===== src/rtl/hrd_pkg.sv =====
package hrd_pkg;

  localparam int unsigned MaxHeaderRows  = 50;
  localparam int unsigned MaxLineLen     = 256;
  localparam int unsigned SizeFieldChars = 5;

  localparam int unsigned StatusLen = 3;
  localparam int unsigned ChunkLen  = 26;
  localparam int unsigned LengthLen = 15;

  localparam logic [23:0] Max24 = 24'hFFFFFF;

  // event kinds
  localparam logic [1:0] KindByte  = 2'd0;
  localparam logic [1:0] KindLast  = 2'd1;
  localparam logic [1:0] KindEnd   = 2'd2;
  localparam logic [1:0] KindError = 2'd3;

  // error codes
  localparam logic [2:0] ErrNo200    = 3'd0;
  localparam logic [2:0] ErrNoLength = 3'd1;
  localparam logic [2:0] ErrRows     = 3'd2;
  localparam logic [2:0] ErrLine     = 3'd3;
  localparam logic [2:0] ErrSize     = 3'd4;
  localparam logic [2:0] ErrChunk    = 3'd5;

  // framing modes
  localparam logic [1:0] FrameNone    = 2'd0;
  localparam logic [1:0] FrameChunked = 2'd1;
  localparam logic [1:0] FrameLength  = 2'd2;

  // chunk phases
  localparam logic [2:0] ChSize  = 3'd0;
  localparam logic [2:0] ChTail  = 3'd1;
  localparam logic [2:0] ChData  = 3'd2;
  localparam logic [2:0] ChDCr   = 3'd3;
  localparam logic [2:0] ChDLf   = 3'd4;
  localparam logic [2:0] ChFCr   = 3'd5;
  localparam logic [2:0] ChFLf   = 3'd6;

  // length value phases
  localparam logic [1:0] LpBlank = 2'd0;
  localparam logic [1:0] LpDigit = 2'd1;
  localparam logic [1:0] LpDone  = 2'd2;

  function automatic logic [7:0] status_char(input logic [1:0] i);
    logic [7:0] r;
    r = (i == 2'd0) ? 8'h32 : 8'h30;
    return r;
  endfunction

  function automatic logic [7:0] chunk_char(input logic [4:0] i);
    logic [7:0] r;
    case (i)
      5'd0: r = "T";  5'd1: r = "r";  5'd2: r = "a";  5'd3: r = "n";
      5'd4: r = "s";  5'd5: r = "f";  5'd6: r = "e";  5'd7: r = "r";
      5'd8: r = "-";  5'd9: r = "E";  5'd10: r = "n"; 5'd11: r = "c";
      5'd12: r = "o"; 5'd13: r = "d"; 5'd14: r = "i"; 5'd15: r = "n";
      5'd16: r = "g"; 5'd17: r = ":"; 5'd18: r = " "; 5'd19: r = "c";
      5'd20: r = "h"; 5'd21: r = "u"; 5'd22: r = "n"; 5'd23: r = "k";
      5'd24: r = "e"; 5'd25: r = "d";
      default: r = 8'h00;
    endcase
    return r;
  endfunction

  function automatic logic [7:0] length_char(input logic [3:0] i);
    logic [7:0] r;
    case (i)
      4'd0: r = "C";  4'd1: r = "o";  4'd2: r = "n";  4'd3: r = "t";
      4'd4: r = "e";  4'd5: r = "n";  4'd6: r = "t";  4'd7: r = "-";
      4'd8: r = "L";  4'd9: r = "e";  4'd10: r = "n"; 4'd11: r = "g";
      4'd12: r = "t"; 4'd13: r = "h"; 4'd14: r = ":";
      default: r = 8'h00;
    endcase
    return r;
  endfunction

  // next match state; patterns have no self-overlap except a fallback to
  // the first character (and "00" in the status pattern)
  function automatic logic [1:0] status_next(input logic [1:0] k, input logic [7:0] c);
    logic [1:0] r;
    if (c == status_char(k)) r = k + 2'd1;
    else if (k == 2'd2 && c == 8'h30) r = 2'd2;
    else if (c == 8'h32) r = 2'd1;
    else r = 2'd0;
    return r;
  endfunction

  function automatic logic [4:0] chunk_next(input logic [4:0] k, input logic [7:0] c);
    logic [4:0] r;
    if (c == chunk_char(k)) r = k + 5'd1;
    else if (c == "T") r = 5'd1;
    else r = 5'd0;
    return r;
  endfunction

  function automatic logic [3:0] length_next(input logic [3:0] k, input logic [7:0] c);
    logic [3:0] r;
    if (c == length_char(k)) r = k + 4'd1;
    else if (c == "C") r = 4'd1;
    else r = 4'd0;
    return r;
  endfunction

endpackage


===== src/rtl/http_response_deframer_core.sv =====
// HTTP response deframer: one received byte per input beat on the s_axis
// group, zero or one event per beat on the m_axis group (body byte, last
// body byte, message end, or sticky error with its code).
// Each beat is decoded by one pass of matchers, counters and the chunk/
// length framing logic between the input byte and a single result register;
// a result is valid in the cycle after its beat is accepted.
// Throughput is one byte per cycle: s_axis_tready stays high while the
// result register is empty or being emptied in the same cycle, so a
// waiting result does not block the next byte unless the receiver stalls.
// When m_axis_tready is low with a result held, tready drops and both
// sides hold. Bytes that produce no event are taken without any output.
// Reset clears all parse state: the block expects the start of a response
// header. After an error every later byte is taken and dropped until reset.
module http_response_deframer_core #(
  parameter int unsigned MAX_HEADER_ROWS  = hrd_pkg::MaxHeaderRows,
  parameter int unsigned MAX_LINE_LEN     = hrd_pkg::MaxLineLen,
  parameter int unsigned SIZE_FIELD_CHARS = hrd_pkg::SizeFieldChars
) (
  input  logic        clk_i,
  input  logic        rst_ni,
  input  logic        s_axis_tvalid_i,
  output logic        s_axis_tready_o,
  input  logic [7:0]  s_axis_tdata_i,   // rx_byte
  output logic        m_axis_tvalid_o,
  input  logic        m_axis_tready_i,
  output logic [15:0] m_axis_tdata_o,   // body_byte [7:0], error_code [10:8], zero pad
  output logic [1:0]  m_axis_tuser_o    // event_kind
);

  logic in_body_q, halted_q, prev_cr_q, status_ok_q;
  logic [5:0] rows_q;
  logic [8:0] len_q;
  logic [1:0] smatch_q, frame_q, lphase_q;
  logic [4:0] cmatch_q;
  logic [3:0] lmatch_q;
  logic [23:0] digits_q, remain_q;
  logic [2:0] cphase_q;

  logic in_body_d, halted_d, prev_cr_d, status_ok_d;
  logic [5:0] rows_d;
  logic [8:0] len_d;
  logic [1:0] smatch_d, frame_d, lphase_d;
  logic [4:0] cmatch_d;
  logic [3:0] lmatch_d;
  logic [23:0] digits_d, remain_d;
  logic [2:0] cphase_d;

  logic ovalid_q;
  logic [1:0] okind_q, okind;
  logic [7:0] obyte_q, obyte;
  logic [2:0] ocode_q, ocode;
  logic emit;

  logic accept;
  assign s_axis_tready_o = !ovalid_q || m_axis_tready_i;
  assign accept = s_axis_tvalid_i && s_axis_tready_o;

  logic [7:0] c;
  assign c = s_axis_tdata_i;

  logic is_dig, is_blank, is_hex;
  logic [3:0] hexv;
  always_comb begin
    is_dig = (c >= "0") && (c <= "9");
    is_blank = (c == " ") || ((c >= 8'd9) && (c <= 8'd13));
    hexv = 4'd0;
    is_hex = 1'b1;
    if (is_dig) hexv = 4'(c - "0");
    else if (c >= "a" && c <= "f") hexv = 4'(c - "a" + 8'd10);
    else if (c >= "A" && c <= "F") hexv = 4'(c - "A" + 8'd10);
    else is_hex = 1'b0;
  end

  // decimal step x*10 + d with saturation
  logic [27:0] dec_wide;
  logic [23:0] dec_sat;
  always_comb begin
    dec_wide = {4'd0, digits_q} * 28'd10 + {24'd0, 4'(c - "0")};
    dec_sat = (dec_wide > {4'd0, hrd_pkg::Max24}) ? hrd_pkg::Max24 : dec_wide[23:0];
  end

  // decode of one byte
  always_comb begin
    in_body_d = in_body_q; halted_d = halted_q; prev_cr_d = prev_cr_q;
    status_ok_d = status_ok_q; rows_d = rows_q; len_d = len_q;
    smatch_d = smatch_q; frame_d = frame_q; lphase_d = lphase_q;
    cmatch_d = cmatch_q; lmatch_d = lmatch_q; digits_d = digits_q;
    remain_d = remain_q; cphase_d = cphase_q;
    emit = 1'b0; okind = hrd_pkg::KindByte; obyte = 8'd0; ocode = 3'd0;

    if (halted_q) begin
      emit = 1'b0;
    end else if (!in_body_q) begin
      if (rows_q == 6'd0 && !status_ok_q) begin
        smatch_d = hrd_pkg::status_next(smatch_q, c);
        if (smatch_d == 2'(hrd_pkg::StatusLen)) begin
          status_ok_d = 1'b1; smatch_d = 2'd0;
        end
      end
      if (cmatch_q < 5'(hrd_pkg::ChunkLen)) cmatch_d = hrd_pkg::chunk_next(cmatch_q, c);
      if (lmatch_q >= 4'(hrd_pkg::LengthLen)) begin
        if (frame_q == hrd_pkg::FrameNone) begin
          case (lphase_q)
            hrd_pkg::LpBlank: begin
              if (is_blank) lphase_d = hrd_pkg::LpBlank;
              else if (c == "+") lphase_d = hrd_pkg::LpDigit;
              else if (!is_dig) lphase_d = hrd_pkg::LpDone;
              else begin lphase_d = hrd_pkg::LpDigit; digits_d = dec_sat; end
            end
            hrd_pkg::LpDigit: begin
              if (is_dig) digits_d = dec_sat;
              else lphase_d = hrd_pkg::LpDone;
            end
            default: lphase_d = hrd_pkg::LpDone;
          endcase
        end
      end else begin
        lmatch_d = hrd_pkg::length_next(lmatch_q, c);
      end

      if (prev_cr_q && c == 8'h0A) begin
        if (len_q == 9'd1) begin
          if (!status_ok_q) begin
            halted_d = 1'b1; emit = 1'b1; okind = hrd_pkg::KindError;
            ocode = hrd_pkg::ErrNo200;
          end else if (frame_q == hrd_pkg::FrameNone) begin
            halted_d = 1'b1; emit = 1'b1; okind = hrd_pkg::KindError;
            ocode = hrd_pkg::ErrNoLength;
          end else if (frame_q == hrd_pkg::FrameChunked) begin
            in_body_d = 1'b1; cphase_d = hrd_pkg::ChSize; remain_d = 24'd0;
            len_d = 9'd0; prev_cr_d = 1'b0;
          end else if (digits_q == 24'd0) begin
            emit = 1'b1; okind = hrd_pkg::KindEnd;
            in_body_d = 1'b0; rows_d = 6'd0; status_ok_d = 1'b0;
            frame_d = hrd_pkg::FrameNone; remain_d = 24'd0; cphase_d = hrd_pkg::ChSize;
            len_d = 9'd0; prev_cr_d = 1'b0; smatch_d = 2'd0; cmatch_d = 5'd0;
            lmatch_d = 4'd0; lphase_d = hrd_pkg::LpBlank; digits_d = 24'd0;
          end else begin
            in_body_d = 1'b1; remain_d = digits_q;
          end
        end else begin
          if (frame_q == hrd_pkg::FrameNone) begin
            if (cmatch_d == 5'(hrd_pkg::ChunkLen)) frame_d = hrd_pkg::FrameChunked;
            else if (lmatch_d == 4'(hrd_pkg::LengthLen)) frame_d = hrd_pkg::FrameLength;
          end
          if (7'(rows_q) + 7'd1 >= 7'(MAX_HEADER_ROWS)) begin
            halted_d = 1'b1; emit = 1'b1; okind = hrd_pkg::KindError;
            ocode = hrd_pkg::ErrRows;
          end else begin
            rows_d = rows_q + 6'd1;
            len_d = 9'd0; prev_cr_d = 1'b0; smatch_d = 2'd0; cmatch_d = 5'd0;
            lmatch_d = 4'd0; lphase_d = hrd_pkg::LpBlank;
            if (frame_d == hrd_pkg::FrameNone) digits_d = 24'd0;
          end
        end
      end else if (len_q >= 9'(MAX_LINE_LEN)) begin
        halted_d = 1'b1; emit = 1'b1; okind = hrd_pkg::KindError;
        ocode = hrd_pkg::ErrLine;
      end else begin
        len_d = len_q + 9'd1;
        prev_cr_d = (c == 8'h0D);
      end
    end else if (frame_q == hrd_pkg::FrameChunked) begin
      case (cphase_q)
        hrd_pkg::ChSize, hrd_pkg::ChTail: begin
          if (len_q >= 9'(SIZE_FIELD_CHARS + 1)) begin
            halted_d = 1'b1; emit = 1'b1; okind = hrd_pkg::KindError;
            ocode = hrd_pkg::ErrSize;
          end else if (prev_cr_q && c == 8'h0A) begin
            cphase_d = (remain_q == 24'd0) ? hrd_pkg::ChFCr : hrd_pkg::ChData;
            len_d = 9'd0; prev_cr_d = 1'b0;
          end else begin
            len_d = len_q + 9'd1;
            prev_cr_d = (c == 8'h0D);
            if (cphase_q == hrd_pkg::ChSize) begin
              if (is_hex) begin
                remain_d = (remain_q > 24'h0FFFFF) ? hrd_pkg::Max24
                                                  : {remain_q[19:0], hexv};
              end else if (len_q == 9'd0) begin
                halted_d = 1'b1; emit = 1'b1; okind = hrd_pkg::KindError;
                ocode = hrd_pkg::ErrSize;
              end else begin
                cphase_d = hrd_pkg::ChTail;
              end
            end
          end
        end
        hrd_pkg::ChData: begin
          emit = 1'b1; okind = hrd_pkg::KindByte; obyte = c;
          if (remain_q <= 24'd1) begin
            remain_d = 24'd0; cphase_d = hrd_pkg::ChDCr;
          end else begin
            remain_d = remain_q - 24'd1;
          end
        end
        hrd_pkg::ChDCr, hrd_pkg::ChFCr: begin
          if (c != 8'h0D) begin
            halted_d = 1'b1; emit = 1'b1; okind = hrd_pkg::KindError;
            ocode = hrd_pkg::ErrChunk;
          end else begin
            cphase_d = cphase_q + 3'd1;
          end
        end
        hrd_pkg::ChDLf: begin
          if (c != 8'h0A) begin
            halted_d = 1'b1; emit = 1'b1; okind = hrd_pkg::KindError;
            ocode = hrd_pkg::ErrChunk;
          end else begin
            cphase_d = hrd_pkg::ChSize; len_d = 9'd0; prev_cr_d = 1'b0;
          end
        end
        hrd_pkg::ChFLf: begin
          if (c != 8'h0A) begin
            halted_d = 1'b1; emit = 1'b1; okind = hrd_pkg::KindError;
            ocode = hrd_pkg::ErrChunk;
          end else begin
            emit = 1'b1; okind = hrd_pkg::KindEnd;
            in_body_d = 1'b0; rows_d = 6'd0; status_ok_d = 1'b0;
            frame_d = hrd_pkg::FrameNone; remain_d = 24'd0; cphase_d = hrd_pkg::ChSize;
            len_d = 9'd0; prev_cr_d = 1'b0; smatch_d = 2'd0; cmatch_d = 5'd0;
            lmatch_d = 4'd0; lphase_d = hrd_pkg::LpBlank; digits_d = 24'd0;
          end
        end
        default: begin
          halted_d = 1'b1; emit = 1'b1; okind = hrd_pkg::KindError;
          ocode = hrd_pkg::ErrChunk;
        end
      endcase
    end else begin
      emit = 1'b1; obyte = c;
      if (remain_q <= 24'd1) begin
        okind = hrd_pkg::KindLast;
        in_body_d = 1'b0; rows_d = 6'd0; status_ok_d = 1'b0;
        frame_d = hrd_pkg::FrameNone; remain_d = 24'd0; cphase_d = hrd_pkg::ChSize;
        len_d = 9'd0; prev_cr_d = 1'b0; smatch_d = 2'd0; cmatch_d = 5'd0;
        lmatch_d = 4'd0; lphase_d = hrd_pkg::LpBlank; digits_d = 24'd0;
      end else begin
        okind = hrd_pkg::KindByte;
        remain_d = remain_q - 24'd1;
      end
    end
  end

  // parse state
  always_ff @(posedge clk_i or negedge rst_ni) begin
    if (!rst_ni) begin
      in_body_q <= 1'b0; halted_q <= 1'b0; prev_cr_q <= 1'b0; status_ok_q <= 1'b0;
      rows_q <= '0; len_q <= '0; smatch_q <= '0; frame_q <= hrd_pkg::FrameNone;
      lphase_q <= hrd_pkg::LpBlank; cmatch_q <= '0; lmatch_q <= '0;
      digits_q <= '0; remain_q <= '0; cphase_q <= hrd_pkg::ChSize;
    end else if (accept) begin
      in_body_q <= in_body_d; halted_q <= halted_d; prev_cr_q <= prev_cr_d;
      status_ok_q <= status_ok_d; rows_q <= rows_d; len_q <= len_d;
      smatch_q <= smatch_d; frame_q <= frame_d; lphase_q <= lphase_d;
      cmatch_q <= cmatch_d; lmatch_q <= lmatch_d; digits_q <= digits_d;
      remain_q <= remain_d; cphase_q <= cphase_d;
    end
  end

  // result register
  always_ff @(posedge clk_i or negedge rst_ni) begin
    if (!rst_ni) begin
      ovalid_q <= 1'b0;
    end else if (s_axis_tready_o) begin
      ovalid_q <= accept && emit;
    end
  end

  always_ff @(posedge clk_i) begin
    if (accept && emit) begin
      okind_q <= okind; obyte_q <= obyte; ocode_q <= ocode;
    end
  end

  assign m_axis_tvalid_o = ovalid_q;
  assign m_axis_tuser_o  = okind_q;
  assign m_axis_tdata_o  = {5'd0, ocode_q, obyte_q};

  // held result is not overwritten while stalled
  assert property (@(posedge clk_i) disable iff (!rst_ni)
    m_axis_tvalid_o && !m_axis_tready_i |=> m_axis_tvalid_o && $stable(m_axis_tdata_o))
    else $error("result lost under stall");
  // once halted, no new result follows
  assert property (@(posedge clk_i) disable iff (!rst_ni)
    $past(halted_q) && halted_q && $past(accept) |-> !($rose(ovalid_q)) || !$past(accept && emit))
    else $error("result after halt");
  // halt is sticky
  assert property (@(posedge clk_i) disable iff (!rst_ni) halted_q |=> halted_q)
    else $error("halt cleared");
  // an error result always comes with halted state
  assert property (@(posedge clk_i) disable iff (!rst_ni)
    m_axis_tvalid_o && m_axis_tuser_o == hrd_pkg::KindError |-> halted_q)
    else $error("error without halt");

endmodule

===== config.mk =====
export PLATFORM = sky130hd
export DESIGN_NAME = http_response_deframer_core
export DESIGN_NICKNAME = d
export VERILOG_FILES = /design/src/rtl/hrd_pkg.sv /design/src/rtl/http_response_deframer_core.sv
export SDC_FILE = /design/constraint.sdc
export NUM_CORES = 1
export LEC_CHECK = 0
export BUFFER_PORTS_ARGS = -buffer_cell sky130_fd_sc_hd__buf_2
export CAP_MARGIN = 20
export CORE_ASPECT_RATIO = 0.5
export CORE_MARGIN = 3
export CORE_UTILIZATION = 45
export DETAILED_ROUTE_END_ITERATION = 12
export PLACE_DENSITY = 0.68
export SLEW_MARGIN = 40
export SYNTH_ARGS = -nofsm -noshare
export SYNTH_HDL_FRONTEND = slang
export SYNTH_SLANG_ARGS = --single-unit

===== constraint.sdc =====
create_clock -name clk_i -period 3.9 [get_ports clk_i]
set_clock_uncertainty 0.2 [all_clocks]
set_input_delay 0.585 -clock clk_i [delete_from_list [all_inputs] [get_ports clk_i]]
set_output_delay 0.585 -clock clk_i [all_outputs]
set_load 0.005 [all_outputs]

==> flow_summary.json <==
{
  "status": "finished with violations",
  "violations": "setup timing",
  "worst_r2r_endpoint": "digits_q[20]",
  "dp_slack_ns": -0.171,
  "setup_slack_ns": -0.0820,
  "drc": 0,
  "worstSetupPathType": "flop to flop",
  "ys_seq_area_share_pct": 25.7,
  "num_rows": 37,
  "ios": 32,
  "synth_warnings": 0,
  "hold_violations": 0,
  "synth.top_cell.area_share_pct": 21.8,
  "vias_per_cell": 6.05,
  "rrSetupSlack_ns": -0.08,
  "dp_hpwl_um": 20700,
  "finalCritPeriodShare_pct": 102,
  "antenna_found_initial": 0,
  "synth_cell_type_count": 98,
  "coreArea_sq_mm": 0.0210,
  "syn_inst": 1267,
  "yosysMostFrequentCell": "o21ai_0",
  "drt_first_pass_iters": 5,
  "overflow": 0,
  "drt-initial-drc-count": 970,
  "clock_path_buffers": 2,
  "required_ns": 3.98,
  "cts_sinks": 99,
  "die_h_um": 111,
  "clk_latency_ns": 0.36,
  "path_clk_slew_ns": 0.08,
  "io_buffers": 26,
  "cts_tree": "done",
  "grt_usage_pct": 23.0,
  "routed_wl_um": 28000,
  "slew_headroom_pct": 51.4,
  "netlist_top_cells_count": "o21ai_0 (136), nand2_1 (129), nor2_1 (125)",
  "setup_viol": 24,
  "cp.arrival_ns": 4.06,
  "cts_made_buffers": 9,
  "die_w_um": 216,
  "drv_slew": 0,
  "grt_pass1_wl_um": 46800,
  "root_buffer": "clkbuf_16",
  "diodes": 0,
  "gp_congestion": 0.912,
  "cp_max_fo": 6,
  "die-area_sq_mm": 0.0239,
  "placed_cell_area_sq_mm": 0.0107,
  "syn_avg_cell_area_sq_um": 7.80,
  "power_density_mw_per_mm2": 209,
  "timing.fmax_mhz": 251,
  "rsz0062_at_grt": "yes",
  "vias": 9791,
  "grt_max_degree": 49,
  "final_nets": 1415,
  "synth_area_leader_cell": "dfrtp_1",
  "async_flop_share_pct": 86.9,
  "vdd_ir_drop_max_mv": 0.210,
  "p_leak_nw": 4.84,
  "worst_r2r_path_depth": 16,
  "nFillCells": 1996,
  "syn2layout_area_growth_pct": 14.8,
  "grt_pass1_vias": 9457,
  "drive_gt1_share_pct": 16.7,
  "cp-start-kind": "flop",
  "setup.worst_path.end_class": "flop",
  "utilization_pct": 53.9,
  "synth_area_sq_mm": 0.00988,
  "tns_ns": -0.751,
  "fin_area_sq_mm": 0.0113,
  "tightest_slew_ns": 0.727,
  "yosys_most_used_dff": "dfrtp_1",
  "cts_max_level": 3,
  "routedWlPerCell_um": 17.3,
  "synth_area_leaders": "dfrtp_1 (22%), ha_1 (10%), o21ai_0 (6.9%), nand2_1 (4.9%), nor2_1 (4.8%)",
  "rr_startpoint": "digits_q[3]",
  "maxCapViolCount": 0,
  "period_minus_slack_ns": 3.98,
  "ys_ff_latch": 99,
  "min_path_type": "input pin to asynchronous set/reset pin",
  "ant_nets": 0,
  "synth_enable_flop_cells": 13,
  "start_util_pct": 47.0
}
per-layer routing:
metal  routed length [um]  share of wire, %  track usage (%)
met5                    0                 0                0
met4                  399               1.4             5.19
met3                 1410               5.0             2.82
met2                12700                45             37.3
met1                13500                48             32.8
worst max-delay path by stage:
| stage | from | end | slack, ns | cells past startpoint |
|---|---|---|---|---|
| 3_5_place_dp | digits_q[3] | digits_q[7] | -0.17 | 16 |
| 5_1_grt | digits_q[3] | digits_q[6] | -0.19 | 16 |
| 3_3_place_gp | digits_q[1] | digits_q[22] | -0.05 | 16 |
| 2_1_floorplan | digits_q[1] | digits_q[11] | 0.008 | 15 |
| 6_report | digits_q[3] | digits_q[20] | -0.08 | 16 |
| 4_1_cts | digits_q[3] | digits_q[12] | -0.03 | 16 |
report_power, final:
group | leakage [nW] | internal (W) | total [W] | switching [W]
logic | 3.38 | 0.000124 | 0.000325 | 0.000201
clock network | 0.151 | 0.000492 | 0.000949 | 0.000457
registers | 1.30 | 0.00106 | 0.00109 | 0.0000314
timing repair:
action | CTS | global route
cloned | 1 | 2
setup buffers | 1 | 5
pin swaps | 4 | 17
endpoints found under the setup margin | 24 | 24
resized for setup | 25 | 36
hold buffers | 0 | 0
cells in the final DEF (no fill, tap or decap), types with 7 or more instances in the layout:
cell type / synthesis / routed
dfrtp_1: 86 / 85
clkbuf_16: 0 / 12
nand2_1: 129 / 129
buf_4: 8 / 88
or3_1: 9 / 9
o21ai_1: 15 / 29
o21a_1: 7 / 7
buf_2: 8 / 25
nand3b_1: 8 / 8
nor2_1: 125 / 114
xnor2_1: 40 / 40
a22oi_1: 26 / 26
nor2b_1: 20 / 20
nor4_1: 21 / 21
or2_2: 10 / 10
o21ai_0: 136 / 122
o211ai_1: 9 / 9
xor2_1: 19 / 18
nand2b_1: 14 / 13
o31ai_1: 9 / 9
a21o_1: 10 / 10
nor3b_1: 14 / 13
a31oi_1: 12 / 12
nor3_1: 34 / 31
edfxtp_1: 13 / 13
and3_1: 18 / 18
a21oi_1: 70 / 66
nand3_1: 35 / 34
nand4_1: 16 / 16
a211oi_1: 14 / 12
nor2_2: 0 / 7
and2_1: 17 / 17
mux2i_1: 9 / 9
inv_1: 39 / 38
o22ai_1: 7 / 7
ha_1: 79 / 70
metrics by stage:
step                      hold WS (ns)  total power, W  cells
after global routing             0.107         0.00248   1619
after global placement           0.276         0.00143   1595
after CTS                       0.0804         0.00238   1613
after floorplan                 0.0894         0.00133   1271
after detailed placement         0.291         0.00143   1595
final                           0.0624         0.00237   1619
final cells by class:
| cell class | count | area (sq um) | share of cell area, % |
|---|---|---|---|
| multi-input combinational | 1054 | 7070 | 62.3 |
| inverter | 39 | 146 | 1.29 |
| clock inverter | 6 | 63.8 | 0.563 |
| clock buffer | 10 | 250 | 2.21 |
| tap | 292 | 365 | 3.22 |
| sequential | 99 | 2540 | 22.4 |
| timing repair buffer | 119 | 902 | 7.96 |
kinds of logic (layout without fill, tap and decap cells):
group                    count (synthesis)  after routing  share of synthesized area [%]
multiplexers                            17             17                           2.08
buffers and inverters                  118            174                           5.41
adder cells (fa/ha/maj)                 83             83                           10.6
flip-flops                              99             99                           25.7
AO/OA/AOI/OAI                          380            380                           24.1
AND/OR/NAND/NOR                        510            510                           26.8
XOR/XNOR                                59             59                           5.23
other                                    1              5                         0.0380
registers in the layout, indices dropped and copies added, names as in the netlist, 3 cells and up:
signal / cells
digits_q: 24
obyte_q: 8
cmatch_q: 5
lmatch_q: 4
rows_q: 6
remain_q: 24
cphase_q: 3
ocode_q: 3
len_q: 9
critical path, cell delays in order, from the launching register on:
cell	delay [ns]
dfrtp_1	0.42
ha_4	0.30
ha_4	0.15
inv_2	0.04
fa_2	0.33
nand2b_4	0.17
a2111oi_4	0.31
a311oi_2	0.09
or4_4	0.48
nor2_4	0.18
nand4_4	0.13
nor4_4	0.31
mux2i_2	0.26
buf_4	0.18
clkbuf_16	0.16
nor2_1	0.05
o21ai_1	0.13
No activity file was read; power rests on OpenSTA's default activity.
